[src/hw/rtl/bfa_ram.sv]
// Generic simple dual-port RAM, one write port, one registered read port.
// No dependencies.
module bfa_ram #(
  parameter int WIDTH = 8,
  parameter int DEPTH = 16
) (
  input  logic                     clk,
  input  logic                     we,
  input  logic [$clog2(DEPTH)-1:0] waddr,
  input  logic [WIDTH-1:0]         wdata,
  input  logic [$clog2(DEPTH)-1:0] raddr,
  output logic [WIDTH-1:0]         rdata
);
  logic [WIDTH-1:0] mem [DEPTH];

  always_ff @(posedge clk) begin
    if (we) begin
      mem[waddr] <= wdata;
    end
    rdata <= mem[raddr];
  end
endmodule

[config.mk]
export PLATFORM = sky130hd
export DESIGN_NAME = bfa_ram
export DESIGN_NICKNAME = d
export VERILOG_FILES = /design/src/hw/rtl/bfa_ram.sv
export SDC_FILE = /design/constraint.sdc
export NUM_CORES = 1
export LEC_CHECK = 0
export ABC_AREA = 1
export BUFFER_PORTS_ARGS = -buffer_cell sky130_fd_sc_hd__buf_4
export CAP_MARGIN = 5
export CORE_MARGIN = 5
export CORE_UTILIZATION = 61
export CTS_CLUSTER_SIZE = 8
export DETAILED_ROUTE_END_ITERATION = 10
export PLACE_DENSITY = 0.87
export SYNTH_ARGS = -nofsm -noshare
export SYNTH_HDL_FRONTEND = slang
export SYNTH_SLANG_ARGS = --single-unit
[constraint.sdc]
create_clock -name clk -period 1.2 [get_ports clk]
set_input_delay 0.18 -clock clk [delete_from_list [all_inputs] [get_ports clk]]
set_output_delay 0.18 -clock clk [all_outputs]
set_load 0.005 [all_outputs]
==> impl_metrics.ini <==
[run_status]
status = finished clean

[synthesis]
synth_commonest_cells = nand2_1 (173), edfxtp_1 (128), inv_1 (100)
synth_cell_type_count = 12
synth_compound_area_share_pct = 0
synth_top_area_share_pct = 66.7
synth-simple-area-share_pct = 21.0
synth_nets = 569
synth_ff_type = edfxtp_1
synth_edf_count = 128
synth.area.top_cells = edfxtp_1 (67%), nand2_1 (11%), nand3_1 (8.4%)
ys_seq_elements = 136
ys_seq_area_share_pct = 69.4
synth_warnings = 0
async_flop_share_pct = 0
syn-cell-area_um2 = 5770
syn_inst = 551
yosysTopAreaCell = edfxtp_1
synth_mux_area_share_pct = 0
synth_fa_ha_area_share_pct = 0
syn_area_per_cell_um2 = 10.5
synth-xor-area-share_pct = 0
synth_most_common_cell = nand2_1
synth_top_family_by_area = simple AND/OR/NAND/NOR gates

[power_and_ir_drop]
p_total_mw = 10.8
p_leak_nw = 2.95
ir_drop_uv = 1150
power_density_nw_per_um2 = 1600

[detailed_routing]
drc_errors = 0
ant_nets = 0
via_per_inst = 5.56
via_count = 4112
drt_iter0_drc = 483
wl_per_cell_um = 18.3
routed_wl_um = 13500
drtPass1Iterations = 5

[setup_path]
r2r_cells = 6
cpPeakStageDelay_ps = 330
path_class = reg -> out
cp.arrival_ps = 970
crit_cells = 1
crit_family = flip-flops
path_buf_inv = 1
crit_fanout = 1
end_kind = primary output
crit_chain = buf_4
slowest_stage = dfxtp_2
start_kind = register
required_ps = 1020

[global_route]
grt_pass1_vias = 4083
grt_overflow = 0
grt_pass1_wl_um = 21400
grt_antenna_before_repair = 0
grt_usage_pct = 25.4
grt_max_degree = 65

[timing]
relSlewSlack_pct = 80.4
min_period_ps = 1150
finalSetupTns_ps = 0
rsz0062_at_grt = no
maxSlewViolCount = 0
tightest_slew_ps = 294
finClkSkew_ps = 5.15
finalWorstSetupSlack_ps = 46.1
period_share_pct = 96.2
setup_violations = 0
hold_viol_final = 0
max_freq_mhz = 867

[clock_network]
cts_tree = built
numCtsBuffers = 17
clk_path_buf_depth = 2
cts_sinks = 136
clk_latency_ps = 520
cts-htree-levels = 4
clkTransAtPathRegs_ps = 60
postCtsSetupBuffers = 0
root_buffer = clkbuf_8

[floorplan]
initial_core_util_pct = 62.4
num_rows = 35
die_y_um = 107
core-area_um2 = 9240
die_x_um = 107
ios = 26
die-area_um2 = 11500

[layout]
diodes = 0
nNetsFinal = 615
area_delta_synth_final_pct = 17.0
drive_above_1_share_pct = 12.8
fillerInstances = 545

[placed_design]
pre_cts_ws_ps = -17.4
dp_hpwl_um = 8000
port_buffers = 25
gp_congestion = 0.877

[hold_path]
hold_depth = 1
hp-class = in -> reg

[run]
cap_viol_max_count = 0
==> final timing paths <==
kind                                  from        end  slack [ps]
worst min-delay path              wdata[0]  mem[4][0]          10
worst min register to register  mem[14][4]   rdata[4]         670
worst max-delay path              rdata[3]   rdata[3]          50
worst max register to register   mem[4][7]   rdata[7]         120
==> logic make-up after synthesis <==
logic type    Yosys count
flops                 136
buf+inv               126
simple gates          289
==> worst register-to-register path, delay by kind of cell (launching register included) <==
kind | cells | cell delay, ps
simple gates | 5 | 540
buf+inv | 1 | 70
flops | 1 | 370
==> registers in the layout, indices dropped and copies added (netlist names) <==
signal,cells
mem,128
rdata,8
==> cell usage in the layout, fill, tap and decap left out <==
master         netlist  layout
clkinv_1             0       5
dfxtp_2              0       2
clkinv_2             0       3
inv_1              100     100
nand3_1             97      97
bufinv_16            0       2
edfxtp_1           128     128
clkbuf_16            0      16
inv_2                2       2
nand2_1            173     173
clkbuf_1             0       3
buf_4                4      45
dlygate4sd3_1        0       1
clkbuf_8             0       1
clkinvlp_4           0       2
dfxtp_1              8       6
nor2_1              17      17
nand3b_1             2       2
buf_12               0       5
==> through the flow <==
step | utilization, % | hold slack, ps | cells | instance area, um^2
final | 73.0 | 14.4 | 739 | 6750
after global routing | 73.0 | 19.9 | 739 | 6750
after CTS | 73.0 | 4.99 | 739 | 6740
after detailed placement | 67.1 | 498 | 706 | 6200
after global placement | 67.1 | 502 | 706 | 6200
after floorplan | - | 279 | 551 | 5770
==> metal layers <==
metal,wire [um],track usage [%]
met1,4770,30.7
met2,6880,43.0
met3,1340,6.56
met4,493,11.2
met5,0,0
==> power by group <==
part	internal [mW]	switching [mW]
logic	0.251	0.475
clock network	2.90	1.79
registers	5.31	0.0361
total	8.47	2.30
==> final cells by class <==
type,instances,area [um^2],area share (%)
clock buffer,20,425,6.31
tap,129,161,2.39
timing repair buffer,51,448,6.64
multi-input combinational,289,1210,18.0
clock inverter,12,109,1.61
inverter,102,383,5.68
sequential,136,4010,59.4
==> timing repair <==
item | in CTS | in global routing
endpoints found under the setup margin | 0 | 2
endpoints found under the hold margin | 4 | 0
resized for setup | 0 | 2
hold buffers | 1 | 0
(Power assumes the default switching activity.)
