## src/hw/rtl/bfa_pkg.sv

```systemverilog
// Shared constants, status codes and field widths for the best-fit allocator.
// No dependencies.
package bfa_pkg;
  localparam int FREE_ENTRIES_DEF = 64;
  localparam int ADDR_BITS        = 32;
  localparam int LEN_BITS         = ADDR_BITS + 1;
  localparam int COUNT_BITS       = 24;
  localparam int SIZE_BITS        = 16;
  localparam int NEED_BITS        = COUNT_BITS + SIZE_BITS;
  localparam int USED_BITS        = 7;
  localparam logic [ADDR_BITS-1:0] POOL_RESET = ADDR_BITS'(1048576);

  typedef enum logic [1:0] {
    ST_OK    = 2'd0,
    ST_NOFIT = 2'd1,
    ST_FULL  = 2'd2
  } status_t;

  localparam logic ACT_ALLOC   = 1'b0;
  localparam logic ACT_RELEASE = 1'b1;
endpackage

```

## src/hw/rtl/bfa_rem.sv

```systemverilog
// Restoring remainder unit, one dividend bit per cycle.
// Depends on bfa_pkg.
module bfa_rem import bfa_pkg::*; (
  input  logic                 clk,
  input  logic                 rst,
  input  logic                 start,
  input  logic [ADDR_BITS-1:0] dividend,
  input  logic [SIZE_BITS-1:0] divisor,
  output logic                 done,
  output logic [SIZE_BITS-1:0] rem
);
  localparam int STEP_W = $clog2(ADDR_BITS);

  logic                 busy;
  logic [STEP_W-1:0]    step;
  logic [ADDR_BITS-1:0] quo;
  logic [SIZE_BITS-1:0] dsr;
  logic [SIZE_BITS:0]   trial;

  assign trial = {rem, quo[ADDR_BITS-1]};

  always_ff @(posedge clk) begin
    if (rst) begin
      busy <= 1'b0;
      done <= 1'b0;
      step <= '0;
    end else begin
      done <= 1'b0;
      if (start) begin
        busy <= 1'b1;
        step <= '0;
        quo  <= dividend;
        dsr  <= divisor;
        rem  <= '0;
      end else if (busy) begin
        quo <= {quo[ADDR_BITS-2:0], 1'b0};
        if (trial >= {1'b0, dsr}) begin
          rem <= SIZE_BITS'(trial - {1'b0, dsr});
        end else begin
          rem <= trial[SIZE_BITS-1:0];
        end
        step <= step + 1'b1;
        if (step == STEP_W'(ADDR_BITS - 1)) begin
          busy <= 1'b0;
          done <= 1'b1;
        end
      end
    end
  end
endmodule

```

## config.mk

```make
export PLATFORM = sky130hd
export DESIGN_NAME = bfa_rem
export DESIGN_NICKNAME = d
export VERILOG_FILES = /design/src/hw/rtl/bfa_pkg.sv /design/src/hw/rtl/bfa_rem.sv
export SDC_FILE = /design/constraint.sdc
export NUM_CORES = 1
export LEC_CHECK = 0
export BUFFER_PORTS_ARGS = -buffer_cell sky130_fd_sc_hd__buf_2
export CAP_MARGIN = 20
export CORE_UTILIZATION = 52
export CTS_CLUSTER_DIAMETER = 50
export CTS_CLUSTER_SIZE = 12
export DETAILED_ROUTE_END_ITERATION = 7
export PLACE_DENSITY = 0.76
export SLEW_MARGIN = 25
export SYNTH_ARGS = -nofsm -noshare
export SYNTH_HDL_FRONTEND = slang
export SYNTH_SLANG_ARGS = --single-unit
```

## constraint.sdc

```tcl
create_clock -name clk -period 5.5 [get_ports clk]
set_input_delay 1.375 -clock clk [delete_from_list [all_inputs] [get_ports clk]]
set_output_delay 1.375 -clock clk [all_outputs]
set_load 0.005 [all_outputs]
```

==> results of run 1 <==
==> flip-flops by register name, indices dropped and copies added (netlist names) <==
signal / cells
step: 5
rem: 16
quo: 32
done: 1
dsr: 16
busy: 1
==> worst max-delay path: stages <==
cell,delay [ns]
buf_2,0.07
buf_4,0.45
inv_1,0.26
nor2_1,0.39
buf_4,0.31
==> cells in the mapped netlist (2+ instances only) <==
cell type / number
edfxtp_1: 64
mux2_2: 31
inv_1: 21
ha_1: 18
a21oi_1: 17
nand2_1: 16
nand3_1: 15
nor2_1: 15
o21ai_0: 10
clkbuf_1: 9
xnor2_1: 9
nor3_1: 8
dfxtp_1: 7
a21o_1: 5
xor2_1: 5
o211ai_1: 4
a211oi_2: 3
buf_4: 3
buf_6: 3
mux2i_1: 3
nand4_1: 3
o21a_1: 3
and2_1: 2
and3_1: 2
o2111ai_1: 2
o22ai_1: 2
o32ai_1: 2
or3_1: 2
==> cells by family after synthesis <==
family	after synthesis
buf+inv	37
mux	34
compound gates	65
fa+ha+maj	19
simple gates	72
xor+xnor	14
flops	71
==> worst paths after layout <==
check | from | endpoint | slack, ns | cells after the start
worst max register to register | quo[31] | rem[12] | 2.75 | 10
worst min-delay path | step[4] | step[4] | 0.51 | 2
worst min register to register | step[4] | step[4] | 0.51 | 2
worst max-delay path | start | dsr[2] | 2.68 | 5
==> per-stage QoR <==
step	cell area, sq um	power [W]	setup WS (ns)	hold slack [ns]
after detailed placement	4220	0.000964	2.29	0.504
final	4390	0.00133	2.68	0.513
after CTS	4390	0.00133	2.66	0.524
after floorplan	3830	0.000891	0.924	0.467
after global placement	4220	0.000956	2.34	0.485
after global routing	4390	0.00139	2.47	0.563
==> metal layers <==
metal,up-vias,share of wire,global-route usage
li1,1299,-,-
met2,74,0.46,0.331
met3,9,0.081,0.0697
met4,0,0.012,0.0596
met1,1215,0.45,0.270
met5,-,0,0
==> layout make-up <==
class / count / area [sq um] / area share
flip-flops and latches: 71 / 2060 / 0.469
multi-input cells: 204 / 1600 / 0.365
clock buffers: 9 / 124 / 0.0282
clock inverters: 7 / 48.8 / 0.0111
repair buffers: 70 / 358 / 0.0815
inverters: 21 / 78.8 / 0.0179
well taps: 96 / 120 / 0.0273
==> power groups by stage <==
stage	clock network [W]	registers, W	logic (W)
floorplan	0	0.000667	0.000224
global placement	0	0.000671	0.000286
detailed placement	0	0.000671	0.000293
CTS	0.000379	0.000659	0.000295
global route	0.000401	0.000664	0.000329
finish	0.000372	0.000659	0.000296
==> flow_metrics.env, run 1 <==
export IMPL_grt_overflow=0
export IMPL_rows=30
export IMPL_dieHeight_um=87.8
export IMPL_wl_per_cell_um=15.1
export IMPL_hpwl_mm=5.04
export IMPL_synth_avg_cell_area_sq_um=12.3
export IMPL_syn_nets=382
export IMPL_cts_max_level=3
export IMPL_crit_arrival_ns=2.86
export IMPL_endpoint_kind="register"
export IMPL_postCtsSetupRepairBufs=0
export IMPL_cts_tree="built"
export IMPL_finalSetupTns_ns=0
export IMPL_grt_pass1_vias=2591
export IMPL_drc_errors=0
export IMPL_clock_skew_ns=0.0126
export IMPL_ant_nets=0
export IMPL_p_int_w=0.000935
export IMPL_ir_drop_mv=0.201
export IMPL_cts_resized_gates=0
export IMPL_grt_pass1_wl_mm=12.1
export IMPL_die_x_um=87.8
export IMPL_clk_latency_ns=0.35
export IMPL_ys_flop_type="edfxtp_1"
export IMPL_synth_area_leaders="edfxtp_1 50%, mux2_2 9.1%, ha_1 5.9%"
export IMPL_synth_simple_area_share=0.0931
export IMPL_post_route_period_util=0.513
export IMPL_synth_cell_type_count=56
export IMPL_synth_xor_area_share=0.0320
export IMPL_tightest_slew_ns=0.619
export IMPL_routed_wl_mm=7.23
export IMPL_p_per_area_nw_per_um2=302
export IMPL_clock_sink_count=71
export IMPL_relSlewSlack=0.587
export IMPL_yosysSeqAreaShare=0.538
export IMPL_synth_adder_area_share=0.0640
export IMPL_synth_top_area_cell="edfxtp_1"
export IMPL_hp_class="reg2reg"
export IMPL_dp_cells=462
export IMPL_hold_viol=0
export IMPL_die_area_sq_um=7710
export IMPL_slew_violations=0
export IMPL_holdBufCountCts=0
export IMPL_fin_cells=478
export IMPL_power_frac_clock=0.280
export IMPL_power_frac_seq=0.497
export IMPL_synth_seq_cells=71
export IMPL_worstSetupStartpointType="input port"
export IMPL_numPortBuffers=67
export IMPL_grt_max_degree=49
export IMPL_routed_via_density=5.43
export IMPL_synth_area_mux_share=0.0990
export IMPL_clockBufferDepth=2
export IMPL_drt_pre_antenna_iters=4
export IMPL_pwr_share_comb=0.223
export IMPL_p_sw_w=0.000391
export IMPL_drive_above_1_share=0.348
export IMPL_clkTransAtPathRegs_ns=0.08
export IMPL_syn_area_sq_um=3830
export IMPL_required_ns=5.54
export IMPL_initial_core_util=0.552
export IMPL_core_sq_um=6940
export IMPL_maxCapViolations=0
export IMPL_switching_share=0.295
export IMPL_yosysWarnings=0
export IMPL_ioPinCount=68
export IMPL_setup_viol_count_final=0
export IMPL_first_iter_violations=176
export IMPL_status="finished, final reports clean"
export IMPL_layout_common_cells="67 x buf_2, 64 x edfxtp_1, 31 x mux2_2, 21 x inv_1, 18 x ha_1"
export IMPL_rsz0062_at_grt="false"
export IMPL_grt_use_total=0.207
export IMPL_clockRootBuffer="clkbuf_8"
export IMPL_vias=2597
export IMPL_crit_type="in2reg"
export IMPL_nets=447
export IMPL_diodes=0
export IMPL_final_common_cell="buf_2"
export IMPL_nFillCells=562
export IMPL_gp_congestion=0.818
export IMPL_syn2layout_area_growth_pct=14.7
export IMPL_period_minus_slack_ns=2.82
export IMPL_crit_fanout=46
export IMPL_postLayoutCoreUtil=0.633
export IMPL_leakagePower_nw=1.77
export IMPL_antenna_found_initial=0
export IMPL_synth_edf_count=64
export IMPL_synth_cells=312
export IMPL_synth_compound_area_frac=0.128
export IMPL_synth_top_family_by_area="compound AO/OA/AOI/OAI gates"
export IMPL_synth_top_area_frac=0.502
export IMPL_cts_buffers_inserted=9
export IMPL_synth_async_reset_ratio=0
export IMPL_max_clock_freq_mhz=354
Power figures use the tool's default switching activity.
==> run 2, diff against run 1 <==
clock period = 2.8 ns   (was 5.5 ns; I/O delays follow)
==> run 2 against run 1 <==
Against the previous run: clock skew decreased by 0.0013 ns; sequential share of layout area decreased by 0.88 points; clock power increased by 150%; largest cell class unchanged; clock-buffer cell count increased by 1; non-clock buffer count increased by 3; largest power group unchanged; hold slack got worse by 0.0030 ns; combinational power increased by 100%; final cell count increased by 0.63%; register-to-register slack got worse by 2.5 ns.
==> flow_metrics.env, run 2 (synthesized netlist as in run 1, its figures left out) <==
export IMPL_status="finished, final reports clean"
export IMPL_clockRootBuffer="clkbuf_8"
export IMPL_slew_violations=0
export IMPL_numPortBuffers=67
export IMPL_power_frac_clock=0.329
export IMPL_grt_max_degree=44
export IMPL_nFillCells=556
export IMPL_cts_tree="built"
export IMPL_switching_share=0.277
export IMPL_holdCritStartpoint="step[4]"
export IMPL_postLayoutCoreUtil=0.645
export IMPL_largest_reg_flops=32
export IMPL_antenna_found_initial=0
export IMPL_whs_endpoint="step[4]"
export IMPL_postCtsSetupRepairBufs=0
export IMPL_crit_arrival_ns=2.68
export IMPL_path_common_cell="inv_1"
export IMPL_hold_viol=0
export IMPL_ioPinCount=68
export IMPL_p_int_w=0.00203
export IMPL_regToRegSetupSlack_ns=0.21
export IMPL_hp_class="reg2reg"
export IMPL_routed_via_density=5.54
export IMPL_hpwl_mm=5.29
export IMPL_final_common_cell="buf_2"
export IMPL_clk_latency_ns=0.35
export IMPL_vias=2665
export IMPL_p_per_area_nw_per_um2=627
export IMPL_grt_overflow=0
export IMPL_setup_viol_count_final=0
export IMPL_ir_drop_mv=0.408
export IMPL_max_clock_freq_mhz=386
export IMPL_holdBufCountCts=0
export IMPL_endpoint_kind="register"
export IMPL_gp_congestion=0.862
export IMPL_cts_max_level=3
export IMPL_cp_cell_sequence="inv_1 > ha_1 > inv_1 > fa_1 > a21oi_1 > o211ai_1 > a2111oi_0 > nor3_1 > xnor2_1 > o22ai_1"
export IMPL_p_sw_w=0.000776
export IMPL_top_regs="quo x32, dsr x16, rem x16"
export IMPL_worstSetupStartpointType="register"
export IMPL_layout_common_cells="67 x buf_2, 64 x edfxtp_1, 31 x mux2_2, 21 x inv_1, 18 x ha_1"
export IMPL_max_stage_delay_ns=0.47
export IMPL_diodes=0
export IMPL_rsz0062_at_grt="false"
export IMPL_post_route_period_util=0.925
export IMPL_r2r_end="rem[12]"
export IMPL_drive_above_1_share=0.351
export IMPL_power_frac_seq=0.460
export IMPL_period_minus_slack_ns=2.59
export IMPL_cts_buffers_inserted=9
export IMPL_leakagePower_nw=1.80
export IMPL_crit_fanout=3
export IMPL_grt_use_total=0.217
export IMPL_rr_startpoint="quo[31]"
export IMPL_wl_per_cell_um=15.6
export IMPL_maxCapViolations=0
export IMPL_routed_wl_mm=7.50
export IMPL_relSlewSlack=0.652
export IMPL_die_area_sq_um=7710
export IMPL_busiest_layer="met2"
export IMPL_syn2layout_area_growth_pct=16.9
export IMPL_finalSetupTns_ns=0
export IMPL_ant_nets=0
export IMPL_clkTransAtPathRegs_ns=0.08
export IMPL_die_x_um=87.8
export IMPL_hold_depth=2
export IMPL_use_met2=0.368
export IMPL_crit_type="reg2reg"
export IMPL_required_ns=2.89
export IMPL_dieHeight_um=87.8
export IMPL_multi_input_area_sq_um=1600
export IMPL_clockBufferDepth=2
export IMPL_grt_pass1_wl_mm=12.3
export IMPL_top_register="quo"
export IMPL_grt_pass1_vias=2695
export IMPL_use_met3=0.0801
export IMPL_ff2ff_path_depth=10
export IMPL_first_iter_violations=151
export IMPL_pwr_share_comb=0.211
export IMPL_cts_resized_gates=0
export IMPL_cp_slowest_cell="a2111oi_0"
export IMPL_clock_sink_count=71
export IMPL_clock_skew_ns=0.0113
export IMPL_seqCellArea_sq_um=2060
export IMPL_nets=450
export IMPL_rows=30
export IMPL_drt_pre_antenna_iters=4
export IMPL_core_sq_um=6940
export IMPL_drc_errors=0
export IMPL_tightest_slew_ns=0.522
export IMPL_gr_usage_met1=0.245
export IMPL_initial_core_util=0.552
-- run 2: cell types whose count changed in the layout (fill, tap and decap cells not counted), sizes merged --
| cell | change |
|---|---|
| buf | +3 |
| bufinv | +2 |
| clkbuf | +1 |
| clkinv | -3 |
-- run 2: routing by layer --
layer / part of all wire / vias up / wire length (um)
li1: - / 1297 / -
met1: 0.42 / 1284 / 3180
met2: 0.50 / 76 / 3730
met3: 0.067 / 8 / 503
met4: 0.011 / 0 / 83
met5: 0 / - / 0
-- run 2: critical path: cells and delay by family (launching register included) --
family	cells	cell delay (ns)
flops	1	0.40
compound gates	4	0.93
xor+xnor	1	0.18
fa+ha+maj	2	0.55
buf+inv	2	0.12
simple gates	1	0.13
-- run 2: how the worst max path moves through the flow --
stage | depth (start not counted) | start | to
after global placement | 7 | rem[9] | rem[13]
after detailed placement | 10 | quo[31] | rem[12]
after CTS | 10 | quo[31] | rem[12]
final | 10 | quo[31] | rem[12]
after floorplan | 4 | start | quo[0]
after global routing | 10 | quo[31] | rem[12]
-- run 2: power by group through the flow --
stage,combinational (W),sequential [W],clock (W)
2_1_floorplan,0.000442,0.00131,0
3_3_place_gp,0.000575,0.00131,0
3_5_place_dp,0.000586,0.00132,0
4_1_cts,0.000590,0.00129,0.000946
5_1_grt,0.000658,0.00130,0.000982
6_report,0.000592,0.00129,0.000924
-- run 2: cell type report --
class                   instances  share of cell area
well taps                      96              0.0268
multi-input cells             204               0.358
clock inverters                 6              0.0210
flip-flops and latches         71               0.461
inverters                      21              0.0176
repair buffers                 73              0.0878
clock buffers                  10              0.0285
-- run 2: stage by stage --
| step | hold WS (ns) | worst slack [ns] | area [sq um] | instances | power (W) |
|---|---|---|---|---|---|
| after floorplan | 0.467 | 0.202 | 3840 | 312 | 0.00175 |
| after global placement | 0.484 | 0.349 | 4260 | 465 | 0.00189 |
| after detailed placement | 0.497 | 0.258 | 4260 | 465 | 0.00190 |
| after CTS | 0.503 | 0.231 | 4480 | 481 | 0.00283 |
| after global routing | 0.495 | 0.0426 | 4480 | 481 | 0.00294 |
| final | 0.510 | 0.210 | 4480 | 481 | 0.00281 |
==> run 3, diff against run 2 <==
CORE_MARGIN = 2   (was unset)
==> run 3 against run 2 <==
Against the previous run: final area decreased by 0.59%; sequential power about the same; core utilization decreased by 2.4 points; total power decreased by 5.8%; final cell count increased by 0.62%; hold slack got worse by 0.0064 ns; sequential share of layout area increased by 0.27 points; via count decreased by 0.38%; clock skew increased by 0.0021 ns; combinational power about the same; wire length decreased by 1.0%; clock power decreased by 18%.
==> flow_metrics.env, run 3 (synthesized netlist as in run 1, its figures left out) <==
export IMPL_holdBufCountCts=0
export IMPL_leakagePower_nw=1.79
export IMPL_top_regs="quo x32, dsr x16, rem x16"
export IMPL_routed_via_density=5.49
export IMPL_core_sq_um=7180
export IMPL_wl_per_cell_um=15.3
export IMPL_p_per_area_nw_per_um2=594
export IMPL_status="finished, final reports clean"
export IMPL_postCtsSetupRepairBufs=0
export IMPL_endpoint_kind="register"
export IMPL_grt_pass1_vias=2707
export IMPL_period_minus_slack_ns=2.58
export IMPL_numPortBuffers=67
export IMPL_clock_sink_count=71
export IMPL_gp_congestion=0.864
export IMPL_cp_slowest_cell="ha_1"
export IMPL_die_area_sq_um=8070
export IMPL_clk_latency_ns=0.37
export IMPL_crit_arrival_ns=2.73
export IMPL_drc_errors=0
export IMPL_clockRootBuffer="clkbuf_8"
export IMPL_finalSetupTns_ns=0
export IMPL_clock_skew_ns=0.0134
export IMPL_cp_cell_sequence="ha_1 > and4_1 > and3_2 > nand2_2 > a31oi_4 > o21ai_1 > o32ai_1"
export IMPL_initial_core_util=0.534
export IMPL_antenna_found_initial=0
export IMPL_die_x_um=89.8
export IMPL_max_clock_freq_mhz=388
export IMPL_first_iter_violations=101
export IMPL_vias=2655
export IMPL_ir_drop_mv=0.411
export IMPL_required_ns=2.96
export IMPL_nets=450
export IMPL_layout_common_cells="67 x buf_2, 64 x edfxtp_1, 31 x mux2_2, 21 x inv_1, 18 x ha_1"
export IMPL_drt_pre_antenna_iters=4
export IMPL_grt_pass1_wl_mm=12.1
export IMPL_final_common_cell="buf_2"
export IMPL_cts_buffers_inserted=9
export IMPL_crit_fanout=13
export IMPL_top_register="quo"
export IMPL_diodes=0
export IMPL_clkTransAtPathRegs_ns=0.09
export IMPL_rows=31
export IMPL_worstSetupStartpointType="register"
export IMPL_cts_resized_gates=0
export IMPL_multi_input_area_sq_um=1600
export IMPL_grt_max_degree=45
export IMPL_grt_use_total=0.191
export IMPL_hp_class="in2reg"
export IMPL_cts_tree="built"
export IMPL_maxCapViolations=0
export IMPL_syn2layout_area_growth_pct=16.2
export IMPL_slew_violations=0
export IMPL_ant_nets=0
export IMPL_grt_overflow=0
export IMPL_tightest_slew_ns=0.551
export IMPL_hpwl_mm=5.17
export IMPL_clockBufferDepth=2
export IMPL_dieHeight_um=89.8
export IMPL_post_route_period_util=0.921
export IMPL_largest_reg_flops=32
export IMPL_crit_type="reg2reg"
export IMPL_nFillCells=596
export IMPL_seqCellArea_sq_um=2060
export IMPL_rsz0062_at_grt="false"
export IMPL_fin_ws_ns=0.223
export IMPL_setup_viol_count_final=0
export IMPL_relSlewSlack=0.633
export IMPL_drive_above_1_share=0.351
export IMPL_routed_wl_mm=7.42
export IMPL_fin_total_pwr_w=0.00264
export IMPL_hold_viol=0
export IMPL_dp_slack_ns=0.275
export IMPL_cts_max_level=3
export IMPL_max_stage_delay_ns=0.46
export IMPL_ioPinCount=68
==> run 3: cell type report <==
| type | instances | area share |
|---|---|---|
| clock inverter | 7 | 0.0124 |
| inverter | 21 | 0.0177 |
| multi-input combinational | 204 | 0.360 |
| clock buffer | 9 | 0.0278 |
| tap | 99 | 0.0278 |
| sequential | 71 | 0.463 |
| timing repair buffer | 73 | 0.0911 |
==> run 3: path summary, 6_finish.rpt <==
kind | cells after the start | from | slack (ns) | end
worst max-delay path | 7 | rem[8] | 0.22 | rem[14]
worst min-delay path | 1 | divisor[3] | 0.50 | dsr[3]
worst max register to register | 7 | rem[8] | 0.22 | rem[14]
worst min register to register | 2 | step[4] | 0.53 | step[4]
==> run 3: metrics by stage <==
step	instances	util	hold slack, ns	cell area, sq um
after global placement	468	0.595	0.480	4270
after floorplan	312	-	0.467	3840
after detailed placement	468	0.595	0.503	4270
final	484	0.620	0.504	4450
after CTS	484	0.620	0.489	4450
after global routing	484	0.620	0.490	4450
==> run 3: metal layers <==
metal	up-vias	track usage	share of wire
li1	1299	-	-
met1	1253	0.215	0.43
met4	0	0.0731	0.021
met5	-	0	0
met2	84	0.319	0.48
met3	19	0.0863	0.079
==> run 3: worst max-delay path: cells and delay by family, from the launching register on <==
kind	cells	cell delay, ns
and+or+nand+nor	3	0.59
DFF	1	0.42
adders and majority gates	1	0.46
AOI/OAI and AO/OA	3	0.92
==> run 3: where the power goes <==
part	switching [W]	internal, W
Combinational	0.000320	0.000271
Sequential	0.0000382	0.00125
Clock	0.000431	0.000330
Total	0.000789	0.00186
